File: config.mk
export PLATFORM = sky130hd
export DESIGN_NAME = shift_register_chain_driver_core
export DESIGN_NICKNAME = d
export VERILOG_FILES = /design/src/rtl/core/scdrv_pkg.sv /design/src/rtl/core/shift_register_chain_driver_core.sv /design/src/rtl/core/scdrv_front.sv /design/src/rtl/core/scdrv_queue.sv /design/src/rtl/core/scdrv_back.sv
export SDC_FILE = /design/constraint.sdc
export NUM_CORES = 1
export LEC_CHECK = 0
export CORE_MARGIN = 2
export CORE_UTILIZATION = 45
export DETAILED_ROUTE_END_ITERATION = 8
export DONT_BUFFER_PORTS = 1
export GPL_ROUTABILITY_DRIVEN = 0
export GPL_TIMING_DRIVEN = 0
export HOLD_SLACK_MARGIN = 0.15
export PLACE_DENSITY = 0.57
export SLEW_MARGIN = 20
export SYNTH_ARGS = -nofsm -noshare
export SYNTH_HDL_FRONTEND = slang
export SYNTH_SLANG_ARGS = --single-unit
export TNS_END_PERCENT = 10
File: constraint.sdc
create_clock -name clk -period 6.9 [get_ports clk]
set_input_delay 0.345 -clock clk [delete_from_list [all_inputs] [get_ports clk]]
set_output_delay 0.345 -clock clk [all_outputs]
set_load 0.005 [all_outputs]
File: src/rtl/core/scdrv_pkg.sv
// ----------------------------------------------------------------------------
// scdrv_pkg
// Shared codes, command record and sequencer states for the shift register
// chain driver.
// ----------------------------------------------------------------------------
`default_nettype none

package scdrv_pkg;

    // Command codes on the action port.
    localparam logic [2:0] ACT_SET_PIN    = 3'd0;
    localparam logic [2:0] ACT_WRITE_PIN  = 3'd1;
    localparam logic [2:0] ACT_READ_PIN   = 3'd2;
    localparam logic [2:0] ACT_WRITE_BYTE = 3'd3;
    localparam logic [2:0] ACT_SET_ALL    = 3'd4;
    localparam logic [2:0] ACT_UPDATE     = 3'd5;

    // Command queue between front and back.
    localparam int QUEUE_DEPTH = 2;

    typedef enum logic [2:0] {
        KIND_SET_PIN,
        KIND_WRITE_PIN,
        KIND_READ_PIN,
        KIND_WRITE_BYTE,
        KIND_SET_ALL,
        KIND_UPDATE
    } kind_t;

    typedef struct packed {
        kind_t      kind;
        logic [2:0] chip;
        logic [2:0] bit_sel;
        logic       level;
        logic [7:0] data;
        logic       in_range;
    } cmd_t;

    typedef enum logic [1:0] {
        ST_IDLE,
        ST_EXEC,
        ST_LOAD,
        ST_SHIFT
    } state_t;

endpackage

`default_nettype wire

File: src/rtl/core/shift_register_chain_driver_core.sv
// ----------------------------------------------------------------------------
// shift_register_chain_driver_core
// Shadow-byte driver for a chain of serial-in, parallel-out shift registers.
//
// Commands enter on start/busy: a command is taken at a clock edge with
// start high and busy low. Busy rises only when the two-entry command queue
// is full. The chip count is written on cfg_valid/cfg_ready (always ready)
// and must be written only while the block is idle; it is clamped to the
// range 1 to MAX_CHIPS.
// Results leave on result_strobe, at most one word per cycle, and the receiver
// cannot stall them. With the back end idle, a taken command passes the
// queue, the idle and exec states and the output registers before a read
// reply shows; an update passes the load state as well before its first
// serial bit. An update emits chip_count*8 serial bits, farthest chip
// first and MSB first, with latch_after on the last one; for each chip the
// shifter loads the byte and then shifts its eight bits out. The back end
// pops the next command only in its idle state, so an update holds it until
// its last bit is out. Reset clears all shadow bytes, empties the queue and
// sets the count to one.
// ----------------------------------------------------------------------------
`default_nettype none

module shift_register_chain_driver_core #(
    parameter int MAX_CHIPS = 8
) (
    input  wire logic       clk,
    input  wire logic       rst_n,
    input  wire logic       start,
    output logic            busy,
    input  wire logic [2:0] action,
    input  wire logic [5:0] pin_index,
    input  wire logic [2:0] chip_index,
    input  wire logic [7:0] value,
    input  wire logic       cfg_valid,
    output logic            cfg_ready,
    input  wire logic [3:0] cfg_data,
    output logic            result_strobe,
    output logic            is_read,
    output logic            serial_bit,
    output logic            latch_after,
    output logic            read_value
);

    logic [3:0]      chip_count_reg;
    logic [3:0]      chip_count_next;
    logic            queue_full;
    logic            queue_empty;
    logic            push;
    logic            pop;
    scdrv_pkg::cmd_t push_cmd;
    scdrv_pkg::cmd_t head_cmd;

    assign cfg_ready = 1'b1;

    always_comb
    begin
        chip_count_next = chip_count_reg;
        if (cfg_valid)
        begin
            if (cfg_data == 4'd0)
            begin
                chip_count_next = 4'd1;
            end
            else if (cfg_data > 4'(MAX_CHIPS))
            begin
                chip_count_next = 4'(MAX_CHIPS);
            end
            else
            begin
                chip_count_next = cfg_data;
            end
        end
    end

    always_ff @(posedge clk or negedge rst_n)
    begin
        if (!rst_n)
        begin
            chip_count_reg <= 4'd1;
        end
        else
        begin
            chip_count_reg <= chip_count_next;
        end
    end

    scdrv_front u_front (
        .start      (start),
        .queue_full (queue_full),
        .action     (action),
        .pin_index  (pin_index),
        .chip_index (chip_index),
        .value      (value),
        .chip_count (chip_count_reg),
        .busy       (busy),
        .push       (push),
        .cmd        (push_cmd)
    );

    scdrv_queue u_queue (
        .clk      (clk),
        .rst_n    (rst_n),
        .push     (push),
        .push_cmd (push_cmd),
        .pop      (pop),
        .head_cmd (head_cmd),
        .empty    (queue_empty),
        .full     (queue_full)
    );

    scdrv_back #(
        .MAX_CHIPS (MAX_CHIPS)
    ) u_back (
        .clk           (clk),
        .rst_n         (rst_n),
        .chip_count    (chip_count_reg),
        .queue_empty   (queue_empty),
        .head_cmd      (head_cmd),
        .pop           (pop),
        .result_strobe (result_strobe),
        .is_read       (is_read),
        .serial_bit    (serial_bit),
        .latch_after   (latch_after),
        .read_value    (read_value)
    );

endmodule

`default_nettype wire

File: src/rtl/core/scdrv_front.sv
// ----------------------------------------------------------------------------
// scdrv_front
// Accepts commands, checks chip ranges and turns each command into a queue
// entry; commands with no effect are dropped here.
// ----------------------------------------------------------------------------
`default_nettype none

module scdrv_front (
    input  wire logic             start,
    input  wire logic             queue_full,
    input  wire logic [2:0]       action,
    input  wire logic [5:0]       pin_index,
    input  wire logic [2:0]       chip_index,
    input  wire logic [7:0]       value,
    input  wire logic [3:0]       chip_count,
    output logic                  busy,
    output logic                  push,
    output scdrv_pkg::cmd_t       cmd
);

    logic       accept;
    logic       pin_ok;
    logic       byte_ok;
    logic       keep;

    assign busy    = queue_full;
    assign accept  = start & ~queue_full;
    assign pin_ok  = {1'b0, pin_index[5:3]} < chip_count;
    assign byte_ok = {1'b0, chip_index} < chip_count;

    always_comb
    begin
        cmd          = '0;
        keep         = 1'b1;
        cmd.bit_sel  = pin_index[2:0];
        cmd.level    = (value != 8'd0);
        cmd.data     = value;
        cmd.chip     = pin_index[5:3];
        cmd.in_range = pin_ok;
        case (action)
            scdrv_pkg::ACT_SET_PIN:
            begin
                cmd.kind = scdrv_pkg::KIND_SET_PIN;
                keep     = pin_ok;
            end
            scdrv_pkg::ACT_WRITE_PIN:
            begin
                // Out of range still sends the update.
                cmd.kind = pin_ok ? scdrv_pkg::KIND_WRITE_PIN : scdrv_pkg::KIND_UPDATE;
            end
            scdrv_pkg::ACT_READ_PIN:
            begin
                cmd.kind = scdrv_pkg::KIND_READ_PIN;
            end
            scdrv_pkg::ACT_WRITE_BYTE:
            begin
                cmd.kind     = scdrv_pkg::KIND_WRITE_BYTE;
                cmd.chip     = chip_index;
                cmd.in_range = byte_ok;
                keep         = byte_ok;
            end
            scdrv_pkg::ACT_SET_ALL:
            begin
                cmd.kind = scdrv_pkg::KIND_SET_ALL;
            end
            scdrv_pkg::ACT_UPDATE:
            begin
                cmd.kind = scdrv_pkg::KIND_UPDATE;
            end
            default:
            begin
                cmd.kind = scdrv_pkg::KIND_UPDATE;
                keep     = 1'b0;
            end
        endcase
    end

    assign push = accept & keep;

endmodule

`default_nettype wire

File: src/rtl/core/scdrv_queue.sv
// ----------------------------------------------------------------------------
// scdrv_queue
// Two-entry command queue that lets the front accept while the back shifts.
// ----------------------------------------------------------------------------
`default_nettype none

module scdrv_queue (
    input  wire logic             clk,
    input  wire logic             rst_n,
    input  wire logic             push,
    input  wire scdrv_pkg::cmd_t  push_cmd,
    input  wire logic             pop,
    output scdrv_pkg::cmd_t       head_cmd,
    output logic                  empty,
    output logic                  full
);

    localparam int PW = (scdrv_pkg::QUEUE_DEPTH > 1) ? $clog2(scdrv_pkg::QUEUE_DEPTH) : 1;
    localparam int CW = $clog2(scdrv_pkg::QUEUE_DEPTH + 1);

    scdrv_pkg::cmd_t entry_reg [scdrv_pkg::QUEUE_DEPTH];
    logic [PW-1:0]   wr_ptr_reg;
    logic [PW-1:0]   wr_ptr_next;
    logic [PW-1:0]   rd_ptr_reg;
    logic [PW-1:0]   rd_ptr_next;
    logic [CW-1:0]   fill_reg;
    logic [CW-1:0]   fill_next;
    logic            do_push;
    logic            do_pop;

    assign empty    = (fill_reg == '0);
    assign full     = (fill_reg == CW'(scdrv_pkg::QUEUE_DEPTH));
    assign head_cmd = entry_reg[rd_ptr_reg];
    assign do_push  = push & ~full;
    assign do_pop   = pop & ~empty;

    always_comb
    begin
        wr_ptr_next = wr_ptr_reg;
        rd_ptr_next = rd_ptr_reg;
        fill_next   = fill_reg;
        if (do_push)
        begin
            wr_ptr_next = (wr_ptr_reg == PW'(scdrv_pkg::QUEUE_DEPTH - 1)) ? '0
                                                                          : wr_ptr_reg + 1'b1;
        end
        if (do_pop)
        begin
            rd_ptr_next = (rd_ptr_reg == PW'(scdrv_pkg::QUEUE_DEPTH - 1)) ? '0
                                                                          : rd_ptr_reg + 1'b1;
        end
        if (do_push && !do_pop)
        begin
            fill_next = fill_reg + 1'b1;
        end
        else if (do_pop && !do_push)
        begin
            fill_next = fill_reg - 1'b1;
        end
    end

    always_ff @(posedge clk or negedge rst_n)
    begin
        if (!rst_n)
        begin
            wr_ptr_reg <= '0;
            rd_ptr_reg <= '0;
            fill_reg   <= '0;
        end
        else
        begin
            wr_ptr_reg <= wr_ptr_next;
            rd_ptr_reg <= rd_ptr_next;
            fill_reg   <= fill_next;
        end
    end

    always_ff @(posedge clk)
    begin
        if (do_push)
        begin
            entry_reg[wr_ptr_reg] <= push_cmd;
        end
    end

endmodule

`default_nettype wire

File: src/rtl/core/scdrv_back.sv
// ----------------------------------------------------------------------------
// scdrv_back
// Holds the shadow bytes, applies queued commands and shifts the chain
// out one bit per cycle, with a byte load step before each chip.
// ----------------------------------------------------------------------------
`default_nettype none

module scdrv_back #(
    parameter int MAX_CHIPS = 8
) (
    input  wire logic             clk,
    input  wire logic             rst_n,
    input  wire logic [3:0]       chip_count,
    input  wire logic             queue_empty,
    input  wire scdrv_pkg::cmd_t  head_cmd,
    output logic                  pop,
    output logic                  result_strobe,
    output logic                  is_read,
    output logic                  serial_bit,
    output logic                  latch_after,
    output logic                  read_value
);

    localparam int AW = (MAX_CHIPS > 1) ? $clog2(MAX_CHIPS) : 1;

    scdrv_pkg::state_t state_reg;
    scdrv_pkg::state_t state_next;
    scdrv_pkg::cmd_t   cmd_reg;
    logic [7:0]        shadow_reg [MAX_CHIPS];
    logic [AW-1:0]     chip_ctr_reg;
    logic [AW-1:0]     chip_ctr_next;
    logic [2:0]        bit_ctr_reg;
    logic [2:0]        bit_ctr_next;
    logic [7:0]        shift_reg;
    logic [AW-1:0]     rd_addr;
    logic [7:0]        rd_byte;
    logic [AW-1:0]     cmd_addr;
    logic              needs_update;
    logic              strobe_next;
    logic              is_read_next;
    logic              serial_bit_next;
    logic              latch_next;
    logic              read_value_next;
    logic              strobe_reg;
    logic              is_read_reg;
    logic              serial_bit_reg;
    logic              latch_reg;
    logic              read_value_reg;

    assign cmd_addr = cmd_reg.chip[AW-1:0];
    assign rd_addr  = (state_reg == scdrv_pkg::ST_EXEC) ? cmd_addr : chip_ctr_reg;
    assign rd_byte  = shadow_reg[rd_addr];
    assign pop      = (state_reg == scdrv_pkg::ST_IDLE) & ~queue_empty;

    always_comb
    begin
        case (cmd_reg.kind)
            scdrv_pkg::KIND_WRITE_PIN,
            scdrv_pkg::KIND_WRITE_BYTE,
            scdrv_pkg::KIND_SET_ALL,
            scdrv_pkg::KIND_UPDATE:     needs_update = 1'b1;
            default:                    needs_update = 1'b0;
        endcase
    end

    // Next state.
    always_comb
    begin
        state_next    = state_reg;
        chip_ctr_next = chip_ctr_reg;
        bit_ctr_next  = bit_ctr_reg;
        case (state_reg)
            scdrv_pkg::ST_IDLE:
            begin
                if (!queue_empty)
                begin
                    state_next = scdrv_pkg::ST_EXEC;
                end
            end
            scdrv_pkg::ST_EXEC:
            begin
                if (needs_update)
                begin
                    chip_ctr_next = AW'(chip_count - 4'd1);
                    state_next    = scdrv_pkg::ST_LOAD;
                end
                else
                begin
                    state_next = scdrv_pkg::ST_IDLE;
                end
            end
            scdrv_pkg::ST_LOAD:
            begin
                bit_ctr_next = 3'd7;
                state_next   = scdrv_pkg::ST_SHIFT;
            end
            scdrv_pkg::ST_SHIFT:
            begin
                bit_ctr_next = bit_ctr_reg - 3'd1;
                if (bit_ctr_reg == 3'd0)
                begin
                    if (chip_ctr_reg == '0)
                    begin
                        state_next = scdrv_pkg::ST_IDLE;
                    end
                    else
                    begin
                        chip_ctr_next = chip_ctr_reg - 1'b1;
                        state_next    = scdrv_pkg::ST_LOAD;
                    end
                end
            end
            default:
            begin
                state_next = scdrv_pkg::ST_IDLE;
            end
        endcase
    end

    // Result outputs.
    always_comb
    begin
        strobe_next     = 1'b0;
        is_read_next    = 1'b0;
        serial_bit_next = 1'b0;
        latch_next      = 1'b0;
        read_value_next = 1'b0;
        case (state_reg)
            scdrv_pkg::ST_EXEC:
            begin
                if (cmd_reg.kind == scdrv_pkg::KIND_READ_PIN)
                begin
                    strobe_next     = 1'b1;
                    is_read_next    = 1'b1;
                    read_value_next = cmd_reg.in_range & rd_byte[cmd_reg.bit_sel];
                end
            end
            scdrv_pkg::ST_SHIFT:
            begin
                strobe_next     = 1'b1;
                serial_bit_next = shift_reg[7];
                latch_next      = (bit_ctr_reg == 3'd0) && (chip_ctr_reg == '0);
            end
            default:
            begin
                strobe_next = 1'b0;
            end
        endcase
    end

    always_ff @(posedge clk or negedge rst_n)
    begin
        if (!rst_n)
        begin
            state_reg    <= scdrv_pkg::ST_IDLE;
            chip_ctr_reg <= '0;
            bit_ctr_reg  <= '0;
            strobe_reg   <= 1'b0;
        end
        else
        begin
            state_reg    <= state_next;
            chip_ctr_reg <= chip_ctr_next;
            bit_ctr_reg  <= bit_ctr_next;
            strobe_reg   <= strobe_next;
        end
    end

    always_ff @(posedge clk)
    begin
        is_read_reg    <= is_read_next;
        serial_bit_reg <= serial_bit_next;
        latch_reg      <= latch_next;
        read_value_reg <= read_value_next;
        if (pop)
        begin
            cmd_reg <= head_cmd;
        end
        if (state_reg == scdrv_pkg::ST_LOAD)
        begin
            shift_reg <= rd_byte;
        end
        else if (state_reg == scdrv_pkg::ST_SHIFT)
        begin
            shift_reg <= {shift_reg[6:0], 1'b0};
        end
    end

    // Shadow store; the front only queues pin and byte writes that are in range.
    always_ff @(posedge clk or negedge rst_n)
    begin
        if (!rst_n)
        begin
            for (int c = 0; c < MAX_CHIPS; c++)
            begin
                shadow_reg[c] <= '0;
            end
        end
        else if (state_reg == scdrv_pkg::ST_EXEC)
        begin
            case (cmd_reg.kind)
                scdrv_pkg::KIND_SET_PIN,
                scdrv_pkg::KIND_WRITE_PIN:
                begin
                    shadow_reg[cmd_addr][cmd_reg.bit_sel] <= cmd_reg.level;
                end
                scdrv_pkg::KIND_WRITE_BYTE:
                begin
                    shadow_reg[cmd_addr] <= cmd_reg.data;
                end
                scdrv_pkg::KIND_SET_ALL:
                begin
                    for (int c = 0; c < MAX_CHIPS; c++)
                    begin
                        if (4'(c) < chip_count)
                        begin
                            shadow_reg[c] <= cmd_reg.data;
                        end
                    end
                end
                default:
                begin
                end
            endcase
        end
    end

    assign result_strobe = strobe_reg;
    assign is_read       = is_read_reg;
    assign serial_bit    = serial_bit_reg;
    assign latch_after   = latch_reg;
    assign read_value    = read_value_reg;

endmodule

`default_nettype wire

==> impl_metrics.yaml, run 1 <==
outcome:
  result_of_the_run: "completed"
sta:
  maxSlewHeadroom_pct: 15.1
  timing.final.max_slew_violations: 0
  hold_slack_final_ns: 0.180
  worstMarginPinSlew_ns: 1.27
  setup_viol: 0
  final.min_clock_period_ns: 2.94
  final-hold-violation-count: 0
  max_clock_freq_mhz: 340
  timing.setup.tns_ns: 0
  finalCritPeriodShare_pct: 42.6
  grt_setup_unrepaired: "no"
  fin_worst_skew_ns: 0.0113
clock_network:
  cts_inserted_buffers: 17
  insertion_delay_ns: 0.44
  tritoncts_clock_tree: "yes"
  cts_resized: 0
  h-tree-depth: 4
  clockBufferDepth: 2
  clkSlewWorstSetupHoldPaths_ns: 0.06
  hold_buffers: 26
  clkSinkCount: 150
  root_buffer: "clkbuf_16"
  post-cts-setup-buffers: 0
synth:
  synthArstFlopShare_pct: 54.0
  post_synthesis_cell_count: 860
  synth.yosys.seq_area_share_pct: 49.0
  mappedNetlistNets: 896
  synth_cell_types: 54
  synth-main-ff-cell: "dfrtp_1"
  synth.avg_cell_area_um2: 9.64
  netlist_area_um2: 8290
  synth-edff-count: 65
  synthesis_warnings: 0
  number_of_flip_flops_and_latches_in_the_synthesized_netlist: 150
layout:
  final_cell_mix: "a21oi_1 (123), o21ai_0 (96), dfrtp_1 (80), a22oi_1 (68)"
  most_common_library_cell_in_the_layout_ignoring_fill_and_taps: "a21oi_1"
  post_route_cells_drive_above_1_share_pct: 9.12
  areaGrowthSynthToFinish_pct: 14.5
  antennaDiodeCount: 0
  final_net_count: 944
floorplan:
  die_height_um: 140
  die_area_um2: 19500
  horizontal_die_dimension_um: 140
  placeableCoreArea_um2: 18000
  std_cell_rows: 49
  top_level_ports: 35
  initial_utilization_pct: 46.0
drt:
  route.vias.total: 7559
  detail-route-antenna-nets: 0
  drc: 0
  vias_per_cell: 6.57
  post_drt_wl_per_cell_um: 24.3
  routed_wl_um: 27900
  drt_pre_antenna_iters: 7
  initialDrtViolationCount: 916
power:
  pwr-share-seq_pct: 39.2
  power.share.combinational_pct: 31.3
  power.switching_uw: 1170
  power_switching_share_pct: 36.4
  peakVddDrop_mv: 0.232
  total_leakage_power_uw: 0.00337
  power.density_nw_per_um2: 337
  pwr-share-clk_pct: 29.5
  post-layout-total-power_uw: 3210
  internal_power_uw: 2040
global_route:
  track_usage_pct: 28.8
  maximum_number_of_pins_on_one_net_before_global_route_repair: 82
  antenna_found_initial: 0
  grt_remaining_overflow: 0
  grt_pass1_vias: 7237
  grt_first_pass_wirelength_um: 42700
worst_setup_path:
  critPathCaptureType: "flip-flop"
  cp_slowest_cell: "a21oi_1"
  worst-setup-path-type: "reg2reg"
  critical_path_start_type: "flip-flop"
  critPathMostFrequentCell: "buf_2"
  crit_family: "buffers and inverters"
  cp_cell_sequence: "buf_2 -> and3b_1 -> clkbuf_1 -> a21oi_1 -> buf_2 -> buf_2 -> nand2_1 -> nand3_1 -> nand4_1 -> a22oi_1 -> and4_1"
  worst_ep_arrival_time_ns: 3.31
  cp_num_buf_inv: 4
  crit_path_max_incr_delay_ns: 0.38
  cp_data_required_time_ns: 7.27
  timing.critical_path.fanout_max: 10
placed_design:
  total_half_perimeter_wirelength_after_legalization_and_detailed_placement_um: 19000
  portBuffers: 0
hold_path:
  hold_path_class: "in2reg"
job:
  max_cap_viols: 0
[power groups by stage]
stage / Sequential (uW) / Combinational, uW / Clock (uW)
detailed placement: 1270 / 959 / 0
finish: 1260 / 1000 / 946
global placement: 1260 / 924 / 0
global route: 1270 / 1080 / 999
floorplan: 1220 / 671 / 0
CTS: 1250 / 987 / 956
[layer usage]
metal	vias up	wire length [um]	GRT usage, %
met5	-	0	0
met4	0	1640	16.2
met3	108	3430	10.3
met2	494	11700	39.9
met1	3609	11200	39.1
li1	3348	-	-
[worst reg2reg max path: cells and delay by family (launching register included)]
family	cells	cell delay (ns)
and+or+nand+nor	5	0.90
DFF	1	0.35
buffers and inverters	4	1.05
AOI/OAI and AO/OA	2	0.58
[stage by stage]
step | utilization [%] | worst slack [ns] | instances | area, um^2
6_report | 52.7 | 3.96 | 1150 | 9500
5_1_grt | 52.7 | 3.86 | 1150 | 9500
3_5_place_dp | 47.9 | 4.04 | 1092 | 8630
3_3_place_gp | 47.6 | 3.49 | 1089 | 8580
2_1_floorplan | - | 4.13 | 860 | 8290
4_1_cts | 52.7 | 4.02 | 1150 | 9500
[area by class of cell]
| type | instances | area, um^2 |
|---|---|---|
| multi-input combinational | 621 | 3890 |
| tap | 229 | 287 |
| timing repair buffer | 29 | 308 |
| inverter | 12 | 45.0 |
| sequential | 150 | 4060 |
| buffer | 77 | 320 |
| clock inverter | 15 | 166 |
| fill | 1675 | 8520 |
| clock buffer | 17 | 425 |
[synth_stat cells (2+ instances only)]
| master | count | area (um^2) |
|---|---|---|
| or3_1 | 3 | 18.8 |
| nor3_1 | 7 | 35.0 |
| a21o_1 | 5 | 37.5 |
| dfxtp_1 | 4 | 80.1 |
| a2111oi_0 | 2 | 17.5 |
| nand3b_1 | 4 | 30.0 |
| nor3b_1 | 2 | 15.0 |
| xor2_1 | 2 | 17.5 |
| o31ai_1 | 58 | 435 |
| a31oi_1 | 3 | 18.8 |
| nor2_1 | 35 | 131 |
| o21ai_1 | 10 | 50.1 |
| nand2b_1 | 13 | 81.3 |
| buf_6 | 3 | 33.8 |
| a211oi_1 | 6 | 45.0 |
| buf_1 | 12 | 45.0 |
| mux2_2 | 28 | 315 |
| and3_1 | 2 | 12.5 |
| edfxtp_1 | 65 | 1950 |
| buf_2 | 4 | 20.0 |
| nand3_1 | 23 | 115 |
| o21ai_0 | 96 | 480 |
| ha_1 | 8 | 100 |
| clkbuf_1 | 57 | 214 |
| xnor2_1 | 3 | 26.3 |
| and2_1 | 7 | 43.8 |
| nand2_1 | 65 | 244 |
| inv_1 | 12 | 45.0 |
| and4_1 | 4 | 35.0 |
| mux2i_1 | 9 | 90.1 |
| dfrtp_1 | 80 | 2000 |
| and3b_1 | 4 | 35.0 |
| nor2b_1 | 8 | 50.1 |
| nand4_1 | 3 | 18.8 |
| a21oi_1 | 123 | 616 |
| a22oi_1 | 68 | 510 |
| mux4_2 | 3 | 67.6 |
| nor4_1 | 3 | 18.8 |
[cell families after synthesis]
| logic type | count (synthesis) | synth area share, % |
|---|---|---|
| compound gates | 377 | 27.3 |
| simple gates | 188 | 11.2 |
| buf+inv | 89 | 4.40 |
| mux | 42 | 6.29 |
| fa+ha+maj | 8 | 1.21 |
| xor+xnor | 5 | 0.528 |
| other cells | 1 | 0.0452 |
| flops | 150 | 49.0 |
[worst paths after layout]
path	from	to	slack, ns	cells after the start
min in group asynchronous	rst_n	u_back.bit_ctr_reg[2]$_DFFE_PN0P_	0.47	2
max in group asynchronous	rst_n	async pin	6.06	2
setup reg to reg	u_back.cmd_addr[0]$_DFFE_PP_	u_back.read_value$_SDFF_PN0_	3.96	11
setup / recovery	u_back.cmd_addr[0]$_DFFE_PP_	u_back.read_value$_SDFF_PN0_	3.96	11
hold reg to reg	flip-flop	flip-flop	0.51	2
hold / removal	chip_index[2]	u_queue.entry_reg[0][15]$_DFFE_PP_	0.18	1
(Power assumes the default switching activity.)
==> inputs of run 2 (changes only) <==
Settings changed: PLACE_DENSITY 0.57 to 0.59.
Clock period 6.9 ns to 2.5 ns, I/O delays scaled along.
==> impl_metrics.yaml, run 2 (synthesized netlist as in run 1, its figures left out) <==
sta:
  grt_setup_unrepaired: "yes"
  final-hold-violation-count: 0
  final.min_clock_period_ns: 2.55
  maxSlewHeadroom_pct: 45.9
  finalCritPeriodShare_pct: 102
  setup_viol: 1
  fin_worst_skew_ns: 0.00764
  max_clock_freq_mhz: 393
  hold_slack_final_ns: 0.180
  timing.final.max_slew_violations: 0
  finalWorstSetupSlack_ns: -0.0452
  worstMarginPinSlew_ns: 0.811
clock_network:
  h-tree-depth: 4
  clkSinkCount: 150
  insertion_delay_ns: 0.44
  root_buffer: "clkbuf_16"
  clockBufferDepth: 2
  clkSlewWorstSetupHoldPaths_ns: 0.07
  cts_inserted_buffers: 17
  tritoncts_clock_tree: "yes"
floorplan:
  initial_utilization_pct: 46.0
  die_area_um2: 19500
  horizontal_die_dimension_um: 140
  placeableCoreArea_um2: 18000
  std_cell_rows: 49
  die_height_um: 140
  top_level_ports: 35
global_route:
  grt_remaining_overflow: 0
  grt_pass1_vias: 7427
  maximum_number_of_pins_on_one_net_before_global_route_repair: 82
  track_usage_pct: 29.2
  grt_first_pass_wirelength_um: 43200
  antenna_found_initial: 0
worst_setup_path:
  critical_path_cell_count: 12
  timing.rr.end: "u_back.read_value$_SDFF_PN0_"
  r2r_start: "u_back.state_reg[1]$_DFFE_PN0P_"
  cp_num_buf_inv: 5
  critPathCaptureType: "flip-flop"
  cp-endpoint: "u_back.read_value$_SDFF_PN0_"
  worst_r2r_path_depth: 12
  timing.critical_path.fanout_max: 10
  worst-setup-path-type: "reg2reg"
  ff2ff_setup_slack_ns: -0.05
  cp_data_required_time_ns: 2.87
  cp_slowest_cell: "dfrtp_1"
  critPathMostFrequentCell: "buf_6"
  crit_family: "buffers and inverters"
  critical_path_start_type: "flip-flop"
  crit_path_max_incr_delay_ns: 0.37
  worst_ep_arrival_time_ns: 2.92
  cp_cell_sequence: "buf_6 -> nand2b_4 -> buf_6 -> buf_6 -> a21oi_2 -> buf_6 -> buf_4 -> nand2_1 -> nand3_1 -> nand4_1 -> a22oi_1 -> and4_1"
  timing.critical_path.from: "u_back.state_reg[1]$_DFFE_PN0P_"
outcome:
  failing_checks: "negative setup slack"
  result_of_the_run: "finished with violations"
placed_design:
  portBuffers: 0
  numPlacedInstances: 1092
  total_half_perimeter_wirelength_after_legalization_and_detailed_placement_um: 18900
drt:
  route.vias.total: 7737
  drt_pre_antenna_iters: 7
  post_drt_wl_per_cell_um: 24.6
  routed_wl_um: 28600
  vias_per_cell: 6.68
  initialDrtViolationCount: 1255
  drc: 0
  detail-route-antenna-nets: 0
layout:
  n_fill_cell: 1654
  antennaDiodeCount: 0
  areaGrowthSynthToFinish_pct: 17.8
  post_route_cells_drive_above_1_share_pct: 15.9
  layout.area.seq_um2: 4060
  final_net_count: 953
  final_cell_mix: "a21oi_1 (120), o21ai_0 (92), dfrtp_1 (79), a22oi_1 (68), edfxtp_1 (65)"
  final-instance-count-excl-fill: 1159
  most_common_library_cell_in_the_layout_ignoring_fill_and_taps: "a21oi_1"
  area_taken_by_multi_input_logic_gates_um2: 4050
hold_path:
  hold-path-cell-count: 5
  hold_path_class: "in2reg"
job:
  max_cap_viols: 0
power:
  peakVddDrop_mv: 0.685
  power.density_nw_per_um2: 911
  total_leakage_power_uw: 0.00349
run 2: power breakdown:
part           internal, uW  switching [uW]
logic                  1070            1860
registers              3160             327
clock network          1310            1180
run 2: worst register-to-register path, delay by kind of cell (launching register included):
family          cells  cell delay [ns]
buf+inv             5             0.83
simple gates        5             0.76
compound gates      2             0.51
flops               1             0.37
run 2: timing repair:
action,CTS,global route
setup endpoints to repair,88,98
endpoints found under the hold margin,132,0
setup buffers,2,3
hold buffers,31,0
gates resized for setup,23,75
pin swaps,1,1
run 2: how the worst min path moves through the flow:
stage,start,endpoint,slack (ns)
4_1_cts,action[1],u_queue.wr_ptr_reg$_DFFE_PN0P_,0.18
6_report,action[1],u_queue.wr_ptr_reg$_DFFE_PN0P_,0.18
3_5_place_dp,rst_n,u_back.bit_ctr_reg[1]$_DFFE_PN0P_,-0.17
3_3_place_gp,rst_n,u_back.bit_ctr_reg[2]$_DFFE_PN0P_,-0.17
5_1_grt,action[1],u_queue.wr_ptr_reg$_DFFE_PN0P_,0.18
2_1_floorplan,rst_n,async pin,-0.17
run 2: area by class of cell:
class | instances | area share, %
timing repair buffer | 39 | 4.21
inverter | 12 | 0.486
sequential | 150 | 41.6
clock inverter | 15 | 1.42
clock buffer | 17 | 4.35
tap | 229 | 2.93
multi-input combinational | 621 | 41.4
buffer | 76 | 3.64
run 2: layer usage:
layer  GRT usage, %  part of all wire, %
met5              0                    0
met4           13.5                  4.7
met1           38.9                   40
met3           10.8                   12
met2           42.4                   43
run 2: through the flow:
| stage | instance area (um^2) | setup TNS [ns] | power [uW] | utilization, % | setup slack [ns] |
|---|---|---|---|---|---|
| 6_report | 9770 | -0.0452 | 8910 | 54.2 | -0.0452 |
| 5_1_grt | 9770 | -2.43 | 9260 | 54.2 | -0.116 |
| 4_1_cts | 9600 | -0.621 | 8770 | 53.3 | -0.0695 |
| 3_5_place_dp | 8630 | -10.55 | 6120 | 47.9 | -0.332 |
| 3_3_place_gp | 8580 | -42.93 | 6020 | 47.6 | -0.906 |
| 2_1_floorplan | 8290 | -10.14 | 5230 | - | -0.267 |
==> inputs of run 3 (changes only) <==
Settings changed: SKIP_LAST_GASP set to 1.
==> impl_metrics.yaml, run 3 (synthesized netlist as in run 1, its figures left out) <==
hold_path:
  hold-path-cell-count: 5
  whs_endpoint: "u_queue.wr_ptr_reg$_DFFE_PN0P_"
  hold_path_class: "in2reg"
  min-delay-start: "action[1]"
sta:
  final.min_clock_period_ns: 2.54
  fin_worst_skew_ns: 0.00831
  finalWorstSetupSlack_ns: -0.0420
  final-hold-violation-count: 0
  grt_setup_unrepaired: "yes"
  worstMarginPinSlew_ns: 0.815
  hold_slack_final_ns: 0.191
  timing.final.max_slew_violations: 0
  finalCritPeriodShare_pct: 102
  timing.setup.tns_ns: -0.0420
  setup_viol: 1
  maxSlewHeadroom_pct: 45.7
  max_clock_freq_mhz: 393
layout:
  antennaDiodeCount: 0
  n_fill_cell: 1651
  post_route_cells_drive_above_1_share_pct: 15.6
  most_common_library_cell_in_the_layout_ignoring_fill_and_taps: "a21oi_1"
  final_cell_mix: "a21oi_1 (120), o21ai_0 (93), dfrtp_1 (79), a22oi_1 (68), edfxtp_1 (65)"
  areaGrowthSynthToFinish_pct: 17.9
  final_net_count: 957
  final-instance-count-excl-fill: 1163
global_route:
  antenna_found_initial: 0
  gr-usage-met2_pct: 41.8
  maximum_number_of_pins_on_one_net_before_global_route_repair: 82
  track_usage_pct: 29.2
  use_met1_pct: 39.1
  grt_remaining_overflow: 0
  grt_first_pass_wirelength_um: 43000
  global_route.usage.met3_pct: 10.8
  top_usage_layer: "met2"
  grt_pass1_vias: 7397
job:
  max_cap_viols: 0
placed_design:
  placement.setup.worst_slack_ns: -0.332
  portBuffers: 0
  total_half_perimeter_wirelength_after_legalization_and_detailed_placement_um: 18900
  numPlacedInstances: 1092
drt:
  drt_pre_antenna_iters: 6
  detail-route-antenna-nets: 0
  route.vias.total: 7678
  post_drt_wl_per_cell_um: 24.4
  routed_wl_um: 28300
  drc: 0
  initialDrtViolationCount: 1436
  vias_per_cell: 6.60
outcome:
  result_of_the_run: "finished with violations"
  failing_checks: "negative setup slack"
clock_network:
  clkSinkCount: 150
  root_buffer: "clkbuf_16"
  h-tree-depth: 4
  clkSlewWorstSetupHoldPaths_ns: 0.06
  tritoncts_clock_tree: "yes"
  cts_inserted_buffers: 17
  clockBufferDepth: 2
  insertion_delay_ns: 0.44
worst_setup_path:
  cp_cell_sequence: "buf_6 -> nand2b_4 -> buf_6 -> buf_6 -> mux2i_4 -> mux4_1 -> mux2i_2 -> a22oi_1 -> and4_1"
  r2r_start: "u_back.state_reg[1]$_DFFE_PN0P_"
  worst_r2r_path_depth: 9
  cp_data_required_time_ns: 2.83
  critical_path_start_type: "flip-flop"
  worst_ep_arrival_time_ns: 2.87
  critPathCaptureType: "flip-flop"
  worst-setup-path-type: "reg2reg"
  ff2ff_setup_slack_ns: -0.04
  critPathMostFrequentCell: "buf_6"
  cp_slowest_cell: "mux4_1"
  timing.rr.end: "u_back.read_value$_SDFF_PN0_"
  timing.critical_path.fanout_max: 10
  crit_path_max_incr_delay_ns: 0.60
floorplan:
  die_height_um: 140
  die_area_um2: 19500
  initial_utilization_pct: 46.0
  horizontal_die_dimension_um: 140
  placeableCoreArea_um2: 18000
  std_cell_rows: 49
  top_level_ports: 35
power:
  power.density_nw_per_um2: 913
  power_switching_share_pct: 37.6
  total_leakage_power_uw: 0.00349
  power.switching_uw: 3360
  pwr-share-clk_pct: 27.9
  pwr-share-seq_pct: 38.9
  internal_power_uw: 5570
  power.share.combinational_pct: 33.2
  peakVddDrop_mv: 0.685
==> run 3: cell count changes in the layout (fill, tap and decap cells not counted), sizes merged <==
cell    delta
buf        +5
clkbuf     -1
==> run 3: per-stage QoR <==
step | utilization [%] | area [um^2] | power (uW)
3_5_place_dp | 47.9 | 8630 | 6120
2_1_floorplan | - | 8290 | 5230
5_1_grt | 54.2 | 9780 | 9300
3_3_place_gp | 47.6 | 8580 | 6020
4_1_cts | 53.1 | 9570 | 8750
6_report | 54.2 | 9780 | 8930
==> run 3: how the worst max path moves through the flow <==
stage                               startpoint                                end  slack, ns
6_report       u_back.state_reg[1]$_DFFE_PN0P_       u_back.read_value$_SDFF_PN0_      -0.04
3_5_place_dp   u_back.state_reg[1]$_DFFE_PN0P_       u_back.read_value$_SDFF_PN0_      -0.33
5_1_grt        u_back.state_reg[1]$_DFFE_PN0P_       u_back.read_value$_SDFF_PN0_       -0.1
2_1_floorplan    chip_count_reg[1]$_DFFE_PN0P_  u_queue.entry_reg[0][0]$_DFFE_PP_      -0.27
4_1_cts        u_back.state_reg[1]$_DFFE_PN0P_                          flip-flop      -0.15
3_3_place_gp     chip_count_reg[1]$_DFFE_PN0P_  u_queue.entry_reg[0][8]$_DFFE_PP_      -0.91
==> run 3: power groups by stage <==
| stage | Sequential (uW) | Clock, uW | Combinational [uW] |
|---|---|---|---|
| final | 3480 | 2490 | 2960 |
| after global routing | 3520 | 2610 | 3170 |
| after CTS | 3460 | 2510 | 2780 |
| after detailed placement | 3500 | 0 | 2620 |
| after global placement | 3490 | 0 | 2530 |
| after floorplan | 3370 | 0 | 1850 |
==> run 3: repair_timing <==
action                                  in CTS  in global routing
hold buffers                                31                  0
gates resized for setup                     12                 68
setup buffers                                2                  8
endpoints found under the setup margin      88                100
pin swaps                                    1                  1
endpoints found under the hold margin      132                  0
cloned                                       0                  0
==> run 3: layout make-up <==
| cell class | instances | area, um^2 | area share, % |
|---|---|---|---|
| inverter | 12 | 45.0 | 0.461 |
| tap | 229 | 287 | 2.93 |
| clock buffer | 17 | 425 | 4.35 |
| multi-input combinational | 621 | 4040 | 41.3 |
| timing repair buffer | 44 | 433 | 4.43 |
| buffer | 75 | 345 | 3.53 |
| sequential | 150 | 4060 | 41.5 |
| clock inverter | 15 | 139 | 1.42 |
==> run 3: worst max-delay path, delay by kind of cell (launching register included) <==
kind	cells	cell delay (ns)
compound gates	1	0.17
mux	3	1.17
flops	1	0.34
buf+inv	3	0.41
simple gates	2	0.33
==> run 3: routing by layer <==
| layer | wire, um | vias to the layer above |
|---|---|---|
| li1 | - | 3375 |
| met1 | 11100 | 3629 |
| met2 | 12300 | 570 |
| met3 | 3630 | 104 |
| met4 | 1340 | 0 |
| met5 | 0 | - |
